**config.mk**
```make
export PLATFORM = sky130hd
export DESIGN_NAME = bpd_cell
export DESIGN_NICKNAME = d
export VERILOG_FILES = /design/src/hw/rtl/bpd_pkg.sv /design/src/hw/rtl/bpd_cell.sv
export SDC_FILE = /design/constraint.sdc
export NUM_CORES = 1
export LEC_CHECK = 0
export ABC_AREA = 1
export BUFFER_PORTS_ARGS = -buffer_cell sky130_fd_sc_hd__buf_4
export CORE_MARGIN = 5
export CORE_UTILIZATION = 44
export CTS_CLUSTER_DIAMETER = 150
export DETAILED_ROUTE_END_ITERATION = 7
export GPL_TIMING_DRIVEN = 1
export PLACE_DENSITY = 0.81
export SLEW_MARGIN = 30
export SYNTH_ARGS = -nofsm -noshare
export SYNTH_HDL_FRONTEND = slang
export SYNTH_SLANG_ARGS = --single-unit
```
**constraint.sdc**
```tcl
create_clock -name clock -period 1.24 [get_ports clock]
set_input_delay 0.124 -clock clock [delete_from_list [all_inputs] [get_ports clock]]
set_output_delay 0.124 -clock clock [all_outputs]
set_load 0.1 [all_outputs]
```
**src/hw/rtl/bpd_pkg.sv**
```systemverilog
`default_nettype none

package bpd_pkg;

   localparam int CAPACITY_DEF = 256;
   localparam int COORD_W      = 8;
   localparam int INDEX_W      = 8;
   localparam int COUNT_OUT_W  = 9;

   typedef enum logic [2:0] {
      OP_INS_HEAD = 3'd0,
      OP_INS_TAIL = 3'd1,
      OP_REM_HEAD = 3'd2,
      OP_REM_TAIL = 3'd3,
      OP_READ     = 3'd4
   } opcode_type;

   typedef enum logic [1:0] {
      STAT_OK     = 2'd0,
      STAT_FULL   = 2'd1,
      STAT_EMPTY  = 2'd2,
      STAT_BADIDX = 2'd3
   } status_type;

   typedef enum logic {
      S_IDLE = 1'b0,
      S_READ = 1'b1
   } state_type;

   typedef struct packed {
      logic [COORD_W-1:0] symbol;
      logic [COORD_W-1:0] y;
      logic [COORD_W-1:0] x;
   } entry_type;

   // Broadcast to every cell for one accepted word
   typedef struct packed {
      logic shift_up;
      logic shift_down;
      logic write_tail;
      logic drop_tail;
      logic read_go;
   } cell_cmd_type;

   // Read word walking toward the head cell
   typedef struct packed {
      logic      valid;
      entry_type data;
   } carry_type;

endpackage

`default_nettype wire

```
**src/hw/rtl/bpd_cell.sv**
```systemverilog
`default_nettype none

module bpd_cell import bpd_pkg::*; #(
   parameter int CNT_W = 9,
   parameter int POS   = 0
) (
   input  wire logic               clock,
   input  wire logic               reset,
   input  wire cell_cmd_type       cmd,
   input  wire logic [CNT_W-1:0]   count,
   input  wire logic [INDEX_W-1:0] index,
   input  wire entry_type          new_entry,
   input  wire entry_type          prev_entry,
   input  wire entry_type          next_entry,
   input  wire carry_type          carry_in,
   output entry_type               entry,
   output carry_type               carry_out
);

   localparam int CMP_W = (CNT_W > INDEX_W) ? CNT_W : INDEX_W;

   entry_type entry_ff, entry_in;
   logic      carry_valid_ff, carry_valid_in;
   entry_type carry_data_ff, carry_data_in;
   logic      tail_hit;
   logic      drop_hit;
   logic      read_hit;

   assign tail_hit = (count == CNT_W'(POS));
   assign drop_hit = (count == CNT_W'(POS + 1));
   assign read_hit = (CMP_W'(index) == CMP_W'(POS));

   // Take the slot's next value: shift, append, clear or hold
   always_comb begin
      entry_in = entry_ff;
      priority if (cmd.shift_up) begin
         entry_in = prev_entry;
      end else if (cmd.shift_down) begin
         entry_in = next_entry;
      end else if (cmd.write_tail && tail_hit) begin
         entry_in = new_entry;
      end else if (cmd.drop_tail && drop_hit) begin
         entry_in = '0;
      end
   end

   // Load the read word here, otherwise pass the neighbor's word toward the head
   always_comb begin
      if (cmd.read_go && read_hit) begin
         carry_valid_in = 1'b1;
         carry_data_in  = entry_ff;
      end else begin
         carry_valid_in = carry_in.valid;
         carry_data_in  = carry_in.data;
      end
   end

   always_ff @(posedge clock) begin
      carry_data_ff <= carry_data_in;
   end

   always_ff @(posedge clock) begin
      if (reset) begin
         entry_ff       <= '0;
         carry_valid_ff <= 1'b0;
      end else begin
         entry_ff       <= entry_in;
         carry_valid_ff <= carry_valid_in;
      end
   end

   assign entry           = entry_ff;
   assign carry_out.valid = carry_valid_ff;
   assign carry_out.data  = carry_data_ff;

endmodule

`default_nettype wire

```
==> results.md <==
Finish:
- The sequential cell area is between 1000 and 1500 sq um.
- In the final layout, the share of cells above drive strength 1 is between 40% and 50%.
- The most common cell after layout, fill and taps aside is buf_4.
- In the layout the commonest cells are buf_4, nand2_1, inv_1.
- The layout has roughly 540 filler cells.
- The area added between synthesis and finish is 51.0%.
- The number of antenna diodes in the final layout is 0.
- The area of combinational cells with multiple inputs is 1380 sq um.
- The number of nets in the final layout is 689.
- The final cell area excluding filler cells is around 4300 sq um.
- The final design utilization is a little under 70%.

CTS:
- Clock tree synthesis selected as its root buffer the cell clkbuf_8.
- After clock tree synthesis, the flow added hold-fix buffers numbering 0.
- The number of setup buffers added after CTS is 0.
- The clock tree from TritonCTS is built.
- The deepest clock path buffer count is 2.
- In this run, CTS created clock tree buffers numbering 5.
- The clock-pin slew reported for the worst setup and hold paths after clock tree synthesis is 0.09 ns.
- Clock latency on the worst-skew pair, taken at its later pin, is about 0.30 ns.
- The number of levels the H-tree was split into is 2.
- The number of cells upsized or downsized after cts is 0.
- The tree built by TritonCTS fans out to 49 sinks.

Detailed routing:
- The first routing iteration left 86 violations.
- For this run, design rule violations remaining after detail routing come to 0.
- The final routed wirelength across all metal layers is around 8500 um.
- After detailed routing, the number of vias per cell comes to 4.71.
- Summing over every cut layer, the via total after detailed routing is approximately 3000.
- Dividing the detail-routed wire length by the instance count gives 13.1 um.
- The count of nets left with antenna violations after detail routing is 0.
- Before antenna repair, the detailed router went through 4 iterations.

Floorplan:
- The floorplan step defined a die boundary enclosing just over 8000 sq um.
- The total number of placement rows is 29.
- Pin placement for this block handled 170 I/O pins.
- The die is 90.0 um wide.
- From bottom edge to top edge, the die measures 90.0 um.
- The total area inside the core boundary comes to about 6300 sq um.
- The initial utilization of the core area, before any placement, comes to around 45%.

Power and ir drop:
- Across the VDD grid, the largest voltage drop is 0.815 mV.
- Summed over all cells, the static leakage comes to approximately 2.2 nW.
- Overall power consumption after layout is estimated at 0.00431 W.
- The power density over the cells is a little over 1000 nW/um^2.

STA:
- The max-slew violation count is 0.
- The aggregate negative setup slack is 0 ns.
- The time the final worst path needs with I/O delays and setup is about 1.1 ns.
- The final setup violation count is 0.
- The final critical path takes up roughly 88% of the cycle.
- The final number of hold-violating endpoints was 0.
- The relative slew slack is 71.4%.
- At the pin with the least slew margin, the transition time is approximately 0.43 ns.
- Across all hold checks on the routed design, the worst slack comes to between 0.015 and 0.02 ns.
- For the final database, setup skew stands at around 0.0078 ns.
- Setup repair after global routing left no endpoint under its margin.
- For this run, the top clock speed supported by timing is between 900 and 1000 MHz.

Yosys:
- Sorting the synthesized cells by area gives the leading types as dfxtp_1, nand2_1, inv_1.
- Among all flip-flop cells after synthesis, the most frequent one is dfxtp_1.
- The biggest area contributor in the post-synthesis netlist is dfxtp_1.
- The simple-gate portion of the synthesized area is 32.7%.
- Summing the areas of all xor and xnor instances in the mapped netlist gives 0% of the synthesized area.
- The compound-cell area share of the yosys netlist is 16.3%.
- After synthesis, flip-flops and latches occupy 34.9% of the total area.
- The number of nets in the synthesized netlist is 531.
- The post-synthesis instance area is 2810 sq um.
- The Yosys warning count is 0.
- Synthesis inferred around 50 register bits.
- After synthesis, the share of cell area in mux cells is 0%.
- The number of enable-type register cells in the synthesized netlist is 0.
- The number of different library cells used by synthesis comes to 26.
- Summing the areas of all fa, ha and maj instances in the mapped netlist gives 0% of the synthesized area.
- Each instance of the synthesized netlist takes up on average roughly 6.9 sq um.
- The synthesized netlist cell count is slightly above 400.
- The proportion of synthesized flip-flops having asynchronous set or reset is 0%.
- By area, the combinational part of the netlist is dominated by simple AND/OR/NAND/NOR gates.
- In this run the biggest area consumer among cell types represents a little over a third of the synthesized area.

Status:
- The flow ran to the end, and the final reports show no timing, DRC or antenna violations.

Critical path:
- The worst reg2reg path depth is 2.
- The data arrival time of the critical path is 0.97 ns.
- In this design, the largest share of critical-path delay is due to flip-flops.
- The largest stage delay on the critical path is between 0.3 and 0.4 ns.
- STA classifies the critical path endpoint as an output port.
- By startpoint and endpoint, the worst setup path is classified as reg -> out.
- Among all stages on the critical path, the largest delay is contributed by dfxtp_2.
- Walking the worst path, the cells encountered are buf_4.
- The number of gates on the worst path with buffers counted is 1.
- The category of the worst setup path launch point is a flop.
- In this run the worst path has a maximum fanout of 3.
- STA puts the critical path data required time at around 1.1 ns.
- The number of buffers and inverters on the critical path is 1.

Place:
- The placed instances occupy a cell area of about 4200 sq um.
- The number of buffer cells added on primary ports is about 170.
- Routability-driven placement finished with a final weighted congestion of 0.866.
- After legalization and detailed placement, the total HPWL measured between 6000 and 7000 um.

Global routing:
- The first global-routing pass estimated around 14000 um of wire.
- The global route total overflow is 0.
- Global routing used around 20% of the available tracks across all layers.
- Entering global routing, the biggest net connects slightly below 50 pins.
- The initial antenna violation count is 0.
- The via count of the first global-routing pass is 2986.

Hold path:
- In this run the worst hold path is classified as in -> reg.
- The cell count of the worst hold path is 3.

Job:
- Across the run, the number of max-cap violations was 0.
[area by class of cell]
class / count / area share (%)
Multi-Input combinational cell: 260 / 32.4
Clock inverter: 2 / 0.353
Tap cell: 77 / 2.27
Sequential cell: 49 / 23.8
Clock buffer: 6 / 1.71
Timing Repair Buffer: 178 / 32.9
Inverter: 74 / 6.54
[worst paths after layout]
kind | from | end | slack (ns)
setup / recovery | entry[17] | entry[17] | 0.15
hold / removal | carry_in[4] | carry_out[4] | 0.02
setup reg to reg | entry[12] | entry[12] | 0.57
hold reg to reg | entry[22] | carry_out[22] | 0.48
[where the power goes]
| part | leakage [nW] | switching (W) | internal (W) |
|---|---|---|---|
| Clock | 0.0374 | 0.000518 | 0.000398 |
| Combinational | 1.75 | 0.00110 | 0.000527 |
| Sequential | 0.417 | 0.0000774 | 0.00169 |
[sequential cells by signal, indices dropped and copies added, names as in the netlist]
signal	cells
carry_valid_ff	1
entry	24
carry_out	24
[cells in the mapped netlist, types with 2 or more instances]
cell and count:
inv_1 74, a21oi_2 20, clkbuf_1 5, nand3_1 30, dfxtp_1 49, nor2_1 28
a21oi_1 29, o21ai_0 14, nand2_1 98, nor2_4 2, buf_2 8, buf_6 8
nor2_2 2, buf_1 4, nand3_2 20, o21ai_1 5, o21ai_2 5
[through the flow]
step | instances | setup WS (ns)
2_1_floorplan | 410 | 0.172
4_1_cts | 646 | 0.135
6_report | 646 | 0.150
3_3_place_gp | 638 | 0.0555
3_5_place_dp | 638 | 0.0297
5_1_grt | 646 | 0.101
[worst min-delay path: cells and delay by family]
family / cells / cell delay [ns]
simple gates: 1 / 0.04
compound gates: 1 / 0.05
buf+inv: 1 / 0.08
[metal layers]
| metal | GRT usage, % | share of wire (%) | wire length [um] | up-vias |
|---|---|---|---|---|
| met5 | 0 | 0 | 0 | - |
| met4 | 7.20 | 1.7 | 144 | 0 |
| met3 | 3.76 | 6.4 | 539 | 10 |
| met2 | 33.5 | 49 | 4120 | 117 |
| met1 | 26.1 | 43 | 3660 | 1337 |
| li1 | - | - | - | 1581 |
[cell families (layout without fill, tap and decap cells)]
kind of cell           count (synthesis)  count (layout)
AND/OR/NAND/NOR                      187             187
buffers and inverters                101             260
AO/OA/AOI/OAI                         73              73
flip-flops                            49              49
No activity file was read; power rests on OpenSTA's default activity.
